`src/sv/json_source_object_extractor_unit_defines.svh`:
```
// Assertion macros for the source object extractor
`ifndef JSON_SOURCE_OBJECT_EXTRACTOR_UNIT_DEFINES_SVH
`define JSON_SOURCE_OBJECT_EXTRACTOR_UNIT_DEFINES_SVH

// same-cycle implication, off during reset
`define JSX_ASSERT_IMPL(label, clk, rst, ante, cons, msg) \
  label: assert property (@(posedge clk) disable iff (rst) (ante) |-> (cons)) else $error(msg);

// next-cycle implication, checked during reset too
`define JSX_ASSERT_NEXT(label, clk, ante, cons, msg) \
  label: assert property (@(posedge clk) (ante) |=> (cons)) else $error(msg);

`endif

```
`src/sv/jsx_pkg.sv`:
```
// Types, constants and a function shared by the source object extractor
`timescale 1ns / 1ps
package jsx_pkg;

  localparam int unsigned MAX_DEPTH = 255;
  localparam int unsigned DEPTH_W = $clog2(MAX_DEPTH + 1);
  localparam int unsigned MARKER_LEN = 10;
  localparam int unsigned QUEUE_DEPTH = 4;
  localparam int unsigned QPTR_W = $clog2(QUEUE_DEPTH);

  localparam logic [7:0] CH_QUOTE = 8'h22;
  localparam logic [7:0] CH_UNDERSCORE = 8'h5f;
  localparam logic [7:0] CH_OPEN_BRACE = 8'h7b;
  localparam logic [7:0] CH_CLOSE_BRACE = 8'h7d;
  localparam logic [7:0] CH_BACKSLASH = 8'h5c;
  localparam logic [7:0] CH_OPEN_BRACKET = 8'h5b;
  localparam logic [7:0] CH_COMMA = 8'h2c;
  localparam logic [7:0] CH_CLOSE_BRACKET = 8'h5d;

  typedef struct packed {
    logic [7:0] in_byte;
    logic       byte_present;
    logic       in_last;
  } jsx_in_t;

  typedef struct packed {
    logic [7:0] out_byte;
    logic       object_start;
    logic       out_last;
    logic       incomplete;
    logic       depth_overflow;
  } jsx_out_t;

  typedef struct packed {
    logic       do_close;
    logic       do_byte;
    logic       do_comma;
    logic       do_open;
    logic [7:0] data;
    logic       data_start;
    logic       incomplete;
    logic       overflow;
  } jsx_cmd_t;

  function automatic logic [7:0] marker_char(input logic [3:0] idx);
    logic [7:0] c;
    case (idx)
      4'd0: c = CH_QUOTE;
      4'd1: c = CH_UNDERSCORE;
      4'd2: c = 8'h73;
      4'd3: c = 8'h6f;
      4'd4: c = 8'h75;
      4'd5: c = 8'h72;
      4'd6: c = 8'h63;
      4'd7: c = 8'h65;
      4'd8: c = CH_QUOTE;
      4'd9: c = 8'h3a;
      default: c = 8'h00;
    endcase
    return c;
  endfunction

endpackage

```
`src/sv/jsx_front.sv`:
```
// Front end: scans input items and turns each that yields output into a command
`timescale 1ns / 1ps
module jsx_front import jsx_pkg::*; (
  input  logic     clk,
  input  logic     rst,
  input  logic     push,
  input  jsx_in_t  in_item,
  input  logic     q_full,
  output logic     cmd_push,
  output jsx_cmd_t cmd
);

  localparam logic [1:0] PH_HUNT = 2'd0;
  localparam logic [1:0] PH_SEEK = 2'd1;
  localparam logic [1:0] PH_COPY = 2'd2;

  logic [1:0]         phase, phase_next;
  logic [3:0]         progress, progress_next;
  logic [DEPTH_W-1:0] nest_depth, nest_depth_next;
  logic               in_str, in_str_next;
  logic               skip_next, skip_next_next;
  logic               no_object_yet, no_object_yet_next;
  logic               bracket_opened, bracket_opened_next;
  logic               overflow_seen, overflow_seen_next;
  logic               accept;
  logic [3:0]         p;
  logic [7:0]         b;

  assign accept = push && !q_full;
  assign b = in_item.in_byte;

  always_comb begin
    phase_next = phase;
    progress_next = progress;
    nest_depth_next = nest_depth;
    in_str_next = in_str;
    skip_next_next = skip_next;
    no_object_yet_next = no_object_yet;
    bracket_opened_next = 1'b1;
    overflow_seen_next = overflow_seen;
    p = (progress >= 4'(MARKER_LEN)) ? 4'd0 : progress;
    cmd = '0;
    cmd.do_open = !bracket_opened;
    if (in_item.byte_present) begin
      case (phase)
        PH_SEEK: begin
          if (b == CH_OPEN_BRACE) begin
            cmd.do_comma = !no_object_yet;
            cmd.do_byte = 1'b1;
            cmd.data = CH_OPEN_BRACE;
            cmd.data_start = no_object_yet;
            no_object_yet_next = 1'b0;
            phase_next = PH_COPY;
            nest_depth_next = DEPTH_W'(1);
            in_str_next = 1'b0;
            skip_next_next = 1'b0;
          end
        end
        PH_COPY: begin
          cmd.do_byte = 1'b1;
          cmd.data = b;
          if (skip_next) begin
            skip_next_next = 1'b0;
          end else if (in_str) begin
            if (b == CH_BACKSLASH) begin
              skip_next_next = 1'b1;
            end else if (b == CH_QUOTE) begin
              in_str_next = 1'b0;
            end
          end else if (b == CH_QUOTE) begin
            in_str_next = 1'b1;
          end else if (b == CH_OPEN_BRACE) begin
            if (nest_depth >= DEPTH_W'(MAX_DEPTH)) begin
              overflow_seen_next = 1'b1;
            end else begin
              nest_depth_next = nest_depth + DEPTH_W'(1);
            end
          end else if (b == CH_CLOSE_BRACE) begin
            if (nest_depth != '0) begin
              nest_depth_next = nest_depth - DEPTH_W'(1);
            end
            if (nest_depth <= DEPTH_W'(1)) begin
              phase_next = PH_HUNT;
              progress_next = 4'd0;
              in_str_next = 1'b0;
              skip_next_next = 1'b0;
            end
          end
        end
        default: begin
          phase_next = PH_HUNT;
          if (b == marker_char(p)) begin
            if (p == 4'(MARKER_LEN - 1)) begin
              phase_next = PH_SEEK;
              progress_next = 4'd0;
            end else begin
              progress_next = p + 4'd1;
            end
          end else if (p == 4'd9 && b == CH_UNDERSCORE) begin
            progress_next = 4'd2;
          end else if (b == CH_QUOTE) begin
            progress_next = 4'd1;
          end else begin
            progress_next = 4'd0;
          end
        end
      endcase
    end
    if (in_item.in_last) begin
      cmd.do_close = 1'b1;
      cmd.incomplete = (phase_next == PH_COPY);
      cmd.overflow = overflow_seen_next;
      phase_next = PH_HUNT;
      progress_next = 4'd0;
      nest_depth_next = '0;
      in_str_next = 1'b0;
      skip_next_next = 1'b0;
      no_object_yet_next = 1'b1;
      bracket_opened_next = 1'b0;
      overflow_seen_next = 1'b0;
    end
  end

  assign cmd_push = accept && (cmd.do_open || cmd.do_comma || cmd.do_byte || cmd.do_close);

  always_ff @(posedge clk) begin
    if (rst) begin
      phase <= PH_HUNT;
      progress <= 4'd0;
      nest_depth <= '0;
      in_str <= 1'b0;
      skip_next <= 1'b0;
      no_object_yet <= 1'b1;
      bracket_opened <= 1'b0;
      overflow_seen <= 1'b0;
    end else if (accept) begin
      phase <= phase_next;
      progress <= progress_next;
      nest_depth <= nest_depth_next;
      in_str <= in_str_next;
      skip_next <= skip_next_next;
      no_object_yet <= no_object_yet_next;
      bracket_opened <= bracket_opened_next;
      overflow_seen <= overflow_seen_next;
    end
  end

endmodule

```
`src/sv/jsx_queue.sv`:
```
// Command queue between the front end and the back end
`timescale 1ns / 1ps
module jsx_queue import jsx_pkg::*; (
  input  logic     clk,
  input  logic     rst,
  input  logic     wr,
  input  jsx_cmd_t wdata,
  input  logic     rd,
  output jsx_cmd_t rdata,
  output logic     full,
  output logic     empty
);

  jsx_cmd_t          slots [QUEUE_DEPTH];
  logic [QPTR_W-1:0] wr_ptr, rd_ptr;
  logic [QPTR_W:0]   count;
  logic              do_wr, do_rd;

  assign full = (count == (QPTR_W + 1)'(QUEUE_DEPTH));
  assign empty = (count == '0);
  assign do_wr = wr && !full;
  assign do_rd = rd && !empty;
  assign rdata = slots[rd_ptr];

  always_ff @(posedge clk) begin
    if (do_wr) begin
      slots[wr_ptr] <= wdata;
    end
  end

  always_ff @(posedge clk) begin
    if (rst) begin
      wr_ptr <= '0;
      rd_ptr <= '0;
      count <= '0;
    end else begin
      if (do_wr) begin
        wr_ptr <= wr_ptr + QPTR_W'(1);
      end
      if (do_rd) begin
        rd_ptr <= rd_ptr + QPTR_W'(1);
      end
      if (do_wr && !do_rd) begin
        count <= count + (QPTR_W + 1)'(1);
      end else if (do_rd && !do_wr) begin
        count <= count - (QPTR_W + 1)'(1);
      end
    end
  end

endmodule

```
`src/sv/jsx_back.sv`:
```
// Back end: expands commands into result items behind an output register
`timescale 1ns / 1ps
module jsx_back import jsx_pkg::*; (
  input  logic     clk,
  input  logic     rst,
  input  jsx_cmd_t q_rdata,
  input  logic     q_empty,
  output logic     q_rd,
  input  logic     pop,
  output logic     empty,
  output jsx_out_t out_item
);

  jsx_cmd_t cur;
  logic [3:0] pending, pending_after, sel;
  logic       out_valid, adv, emit;
  jsx_out_t   res;

  assign adv = !out_valid || pop;
  assign emit = adv && (pending != '0);

  always_comb begin
    sel = pending & (~pending + 4'd1);
    res = '0;
    case (sel)
      4'b0001: res.out_byte = CH_OPEN_BRACKET;
      4'b0010: begin
        res.out_byte = CH_COMMA;
        res.object_start = 1'b1;
      end
      4'b0100: begin
        res.out_byte = cur.data;
        res.object_start = cur.data_start;
      end
      4'b1000: begin
        res.out_byte = CH_CLOSE_BRACKET;
        res.out_last = 1'b1;
        res.incomplete = cur.incomplete;
        res.depth_overflow = cur.overflow;
      end
      default: res = '0;
    endcase
    pending_after = emit ? (pending & ~sel) : pending;
  end

  assign q_rd = (pending_after == '0) && !q_empty;
  assign empty = !out_valid;

  always_ff @(posedge clk) begin
    if (q_rd) begin
      cur <= q_rdata;
    end
    if (emit) begin
      out_item <= res;
    end
  end

  always_ff @(posedge clk) begin
    if (rst) begin
      pending <= '0;
      out_valid <= 1'b0;
    end else begin
      if (q_rd) begin
        pending <= {q_rdata.do_close, q_rdata.do_byte, q_rdata.do_comma, q_rdata.do_open};
      end else begin
        pending <= pending_after;
      end
      if (emit) begin
        out_valid <= 1'b1;
      end else if (pop) begin
        out_valid <= 1'b0;
      end
    end
  end

endmodule

```
`src/sv/json_source_object_extractor_unit.sv`:
```
// Top level of the source object extractor
//
// Input channel: a queue-style push port. An item (one response byte with
// its present and last flags) is taken at a clock edge with push high and
// full low. The front end classifies each item in the cycle it is taken.
// Result channel: a queue-style pop port. While empty is low, out_item holds
// the oldest result; it is taken at an edge with pop high.
// Each item yields zero to three results: an opening bracket at the start of
// a response, a separator and the copied byte, and a closing bracket on the
// last item, which also carries the incomplete and overflow flags.
// An item's first result passes the command queue, the back end's command
// register and its output register. Throughput: one result per cycle while
// the receiver pops, set by the single output register of the back end; an
// item with several results holds the back end until all have gone out, and
// the four-entry command queue absorbs the difference before full rises.
// Reset (rst, synchronous) clears the scan state, empties the queue and
// drops any result held at the outputs. When the receiver stalls, the
// current result holds, the queue fills, and full then holds off the sender.
`timescale 1ns / 1ps
`include "json_source_object_extractor_unit_defines.svh"
module json_source_object_extractor_unit import jsx_pkg::*; (
  input  logic     clk,
  input  logic     rst,
  input  logic     push,
  output logic     full,
  input  jsx_in_t  in_item,
  output logic     empty,
  input  logic     pop,
  output jsx_out_t out_item
);

  jsx_cmd_t cmd, q_rdata;
  logic     cmd_push, q_full, q_empty, q_rd;

  assign full = q_full;

  jsx_front u_front (
    .clk      (clk),
    .rst      (rst),
    .push     (push),
    .in_item  (in_item),
    .q_full   (q_full),
    .cmd_push (cmd_push),
    .cmd      (cmd)
  );

  jsx_queue u_queue (
    .clk   (clk),
    .rst   (rst),
    .wr    (cmd_push),
    .wdata (cmd),
    .rd    (q_rd),
    .rdata (q_rdata),
    .full  (q_full),
    .empty (q_empty)
  );

  jsx_back u_back (
    .clk      (clk),
    .rst      (rst),
    .q_rdata  (q_rdata),
    .q_empty  (q_empty),
    .q_rd     (q_rd),
    .pop      (pop),
    .empty    (empty),
    .out_item (out_item)
  );

  `JSX_ASSERT_IMPL(a_flags_on_last, clk, rst,
    !empty && (out_item.incomplete || out_item.depth_overflow), out_item.out_last,
    "status flag on a result that is not the closing bracket")
  `JSX_ASSERT_IMPL(a_start_byte, clk, rst, !empty && out_item.object_start,
    out_item.out_byte == CH_COMMA || out_item.out_byte == CH_OPEN_BRACE,
    "object start mark on an unexpected byte")
  `JSX_ASSERT_IMPL(a_last_byte, clk, rst, !empty && out_item.out_last,
    out_item.out_byte == CH_CLOSE_BRACKET && !out_item.object_start,
    "last result is not a plain closing bracket")
  `JSX_ASSERT_NEXT(a_reset_empty, clk, rst, empty,
    "result pending right after reset")

endmodule

```
`config.mk`:
```
export PLATFORM = sky130hd
export DESIGN_NAME = json_source_object_extractor_unit
export DESIGN_NICKNAME = d
export VERILOG_FILES = /design/src/sv/jsx_pkg.sv /design/src/sv/jsx_front.sv /design/src/sv/jsx_queue.sv /design/src/sv/jsx_back.sv /design/src/sv/json_source_object_extractor_unit.sv
export VERILOG_INCLUDE_DIRS = /design/src /design/src/sv
export SDC_FILE = /design/constraint.sdc
export NUM_CORES = 1
export LEC_CHECK = 0
export BUFFER_PORTS_ARGS = -buffer_cell sky130_fd_sc_hd__buf_2
export CAP_MARGIN = 20
export CORE_ASPECT_RATIO = 0.5
export CORE_UTILIZATION = 55
export DETAILED_ROUTE_END_ITERATION = 16
export GPL_TIMING_DRIVEN = 1
export HOLD_SLACK_MARGIN = 0.06
export PLACE_DENSITY = 0.74
export REMOVE_ABC_BUFFERS = 1
export SLEW_MARGIN = 15
export SYNTH_ARGS = -nofsm -noshare
export SYNTH_HDL_FRONTEND = slang
export SYNTH_SLANG_ARGS = --single-unit
```
`constraint.sdc`:
```
create_clock -name clk -period 5 [get_ports clk]
set_clock_uncertainty 0.1 [all_clocks]
set_input_delay 0.5 -clock clk [delete_from_list [all_inputs] [get_ports clk]]
set_output_delay 0.5 -clock clk [all_outputs]
set_load 0.1 [all_outputs]
```
==> key figures <==
Finish
  • Diodes inserted: 0
  • P&R area growth vs syn: 15.5%
  • Post-layout util: 66.1%
  • Fin area: 6290 um^2
  • Nets: 491
  • Fraction of layout cells with a size suffix above 1: 17.3%

CTS
  • Root Driver: clkbuf_16
  • CTS HTree Levels: 4
  • Sink Count: 116
  • Worst-path clk slew: 50 ps
  • Setup bufs post-CTS: 0
  • CTS tree: yes
  • Insertion delay of the later-clocked pin in the worst-skew pair: 410 ps
  • Clock Tree Buf Depth: 2
  • Hold-fix buffer count after cts: 0
  • PostCTS Resize Cnt: 0
  • CTS Buf Count: 17

Pwr
  • Total power: 3.72 mW
  • Leakage: 2.27 nW
  • Power Density: 592 nW/um^2
  • Peak VDD IR: 276 uV

Setup path
  • Max FO, Critical Path: 11
  • Crit Path Category: reg -> reg
  • CP max-delay cell: nor3b_2
  • Reg2reg end: u_queue.count[2]
  • Slowest cell delay on critical path: 520 ps
  • Arrival @ worst endpoint: 3500 ps
  • WP depth: 11
  • Worst-path cell chain: inv_1, ha_1, a31oi_1, nor3b_2, o41a_2, ha_1, inv_1, fa_1, xor2_1, or3_1, a21oi_1
  • Required time of the critical path: 5230 ps
  • CP endpoint kind: flop
  • Buf/Inv on CP: 2
  • Type of origin of the critical path: flop
  • Delay-heaviest family, CP: adder cells
  • Reg2reg setup slack: 1730 ps
  • Worst r2r src: u_front.phase[1]
  • R2r worst-path depth: 11

Yosys
  • Synth cell count leaders: 83 x edfxtp_1, 33 x dfxtp_1, 31 x a21oi_1
  • Largest family of logic cells by synthesized area: simple AND/OR/NAND/NOR gates
  • Distinct cell type count after synthesis: 65
  • Number of enable flip-flop cells after synthesis: 83
  • Simple-gate portion of the synthesized area: 15.4%
  • Synth Cell Area: 5440 um^2
  • Post-Synth Adder-Cell Area: 3.59%
  • Post-Synthesis Cells: 437
  • Post-synth top area share: 45.8%
  • Asr flop ratio synth: 0%
  • Compound-Gate Fraction of Synth Area: 11.3%
  • Post-synthesis sequential area ratio: 57.9%
  • Area leader, netlist: edfxtp_1
  • Post-synthesis xor/xnor area fraction: 1.29%
  • Most frequent cell after synthesis: edfxtp_1
  • #FFs+latches synth: 116
  • Post-synthesis mux area share: 7.36%
  • Avg Inst Size Synth: 12.5 um^2
  • Synth warn: 0
  • Most used DFF post-synth: edfxtp_1
  • Synth top area cells: edfxtp_1 46%, dfxtp_1 12%, mux4_2 6.2%

STA
  • Period utilization: 65.3%
  • Setup violations, final: 0
  • Highest Clock Rate: 306 MHz
  • Worst Max-Slew Pin Slew: 994 ps
  • Max-slew violations: 0
  • Period minus WS final: 3270 ps
  • Max_slew headroom: 33.7%
  • Final setup TNS: 0 ps
  • Final Hold Fails: 0
  • RSZ-0062 raised after global routing: false

Global route
  • Grt ovf: 0
  • Largest net degree at the start of global routing: 30
  • Initial antenna violation count: 0
  • First-pass GRT wire length: 17.7 mm
  • Total GRT Usage: 23.4%
  • Vias in the first global route: 3340

Detailed routing
  • Iteration-0 DRC Markers: 273
  • Via count: 3639
  • Routed Antenna Nets: 0
  • # DRC: 0
  • Vias per Instance: 5.97
  • WL per Instance: 18.6 um
  • WL final: 11.3 mm
  • Drt pass-1 iters: 5

Floorplan
  • Starting Density: 57.2%
  • Die Width: 143 um
  • I/O pins: 28
  • Number of core rows: 25
  • Core area: 9510 um^2
  • Die Y: 72.3 um
  • DIE AREA: 10300 um^2

Outcome
  • Run status: finished clean

Flow run
  • Max Cap Violations: 0

Placed design
  • GPL Wtd Cong: 0.829
  • IO Port Bufs: 27
  • Final HPWL DP: 6.93 mm
  • Area of placed instances: 5650 um^2

Min path
  • Worst Hold End: u_back.pending[0]
  • Worst min-delay path class: in -> reg
  • Min-delay src: pop
  • Hold path cells: 4
-- stage by stage --
stage | hold WS, ps | cells | setup WS [ps]
after floorplan | 352 | 415 | 556
after global placement | 372 | 577 | 1640
after detailed placement | 387 | 577 | 1560
after CTS | 369 | 609 | 1760
after global routing | 389 | 610 | 1470
final | 388 | 610 | 1730
-- sequential cells by signal, summed over array words and instances, names as in the netlist, named ones only --
signal / flops
u_back.cur: 11
u_back.out_item: 12
u_back.out_valid: 1
u_back.pending: 4
u_front.bracket_opened: 1
u_front.in_str: 1
u_front.nest_depth: 8
u_front.no_object_yet: 1
u_front.overflow_seen: 1
u_front.phase: 2
u_front.progress: 4
u_front.skip_next: 1
u_queue.count: 3
u_queue.rd_ptr: 2
u_queue.slots: 60
u_queue.wr_ptr: 2
-- cell families after synthesis --
group / after synthesis
AO/OA/AOI/OAI: 96
XOR/XNOR: 8
adder cells (fa/ha/maj): 15
buffers and inverters: 41
flip-flops: 116
multiplexers: 21
AND/OR/NAND/NOR: 140
-- routing by layer --
metal | part of all wire, % | track usage, % | up-vias
met5 | 0 | 0 | -
met4 | 1.5 | 8.60 | 0
met3 | 5.8 | 7.19 | 15
met2 | 47 | 36.6 | 128
met1 | 46 | 31.1 | 1767
li1 | - | - | 1729
-- final cells by class --
cell class / instances / area, um^2
fillers: 717 / 3220
flip-flops and latches: 116 / 3150
multi-input cells: 280 / 2120
clock buffers: 17 / 425
clock inverters: 15 / 188
well taps: 135 / 169
repair buffers: 28 / 163
inverters: 19 / 71.3
-- worst reg2reg max path, cell delays in order (launching register included) --
cell	delay, ps
dfxtp_1	340
inv_1	70
ha_1	300
a31oi_1	140
nor3b_2	520
o41a_2	320
ha_1	220
inv_1	80
fa_1	460
xor2_1	190
or3_1	310
a21oi_1	140
-- how the worst max path moves through the flow --
| stage | from | endpoint | slack (ps) |
|---|---|---|---|
| 2_1_floorplan | u_queue.count[0] | u_queue.count[2] | 560 |
| 3_3_place_gp | in_item[4] | u_queue.count[2] | 1640 |
| 3_5_place_dp | in_item[6] | u_queue.count[2] | 1560 |
| 4_1_cts | u_front.phase[1] | u_queue.count[2] | 1760 |
| 5_1_grt | u_front.progress[2] | u_front.progress[0] | 1470 |
| 6_report | u_front.phase[1] | u_queue.count[2] | 1730 |
-- report_power, final --
part | switching (mW) | leakage, nW | total, mW | internal, mW
registers | 0.130 | 1.09 | 1.42 | 1.29
logic | 0.759 | 0.886 | 1.06 | 0.296
clock network | 0.421 | 0.296 | 1.25 | 0.827
-- layout by cell type (no fill, tap or decap), types with 4 or more instances in the layout --
cell type,count
ha_1,14
nor3_1,10
o21ai_1,10
o31ai_1,4
o21ai_0,11
buf_2,27
dfxtp_1,33
and2_1,11
nand3_1,8
xor2_1,5
and4_1,4
a31oi_1,8
nor2b_1,11
bufinv_16,4
mux4_2,15
inv_1,18
a21oi_1,31
or3_1,8
nor2_1,24
mux2i_1,4
nand4_1,5
nand2b_1,6
clkbuf_16,17
nand2_1,15
edfxtp_1,83
and3_1,11
nor3b_1,4
No activity file was read; power rests on OpenSTA's default activity.
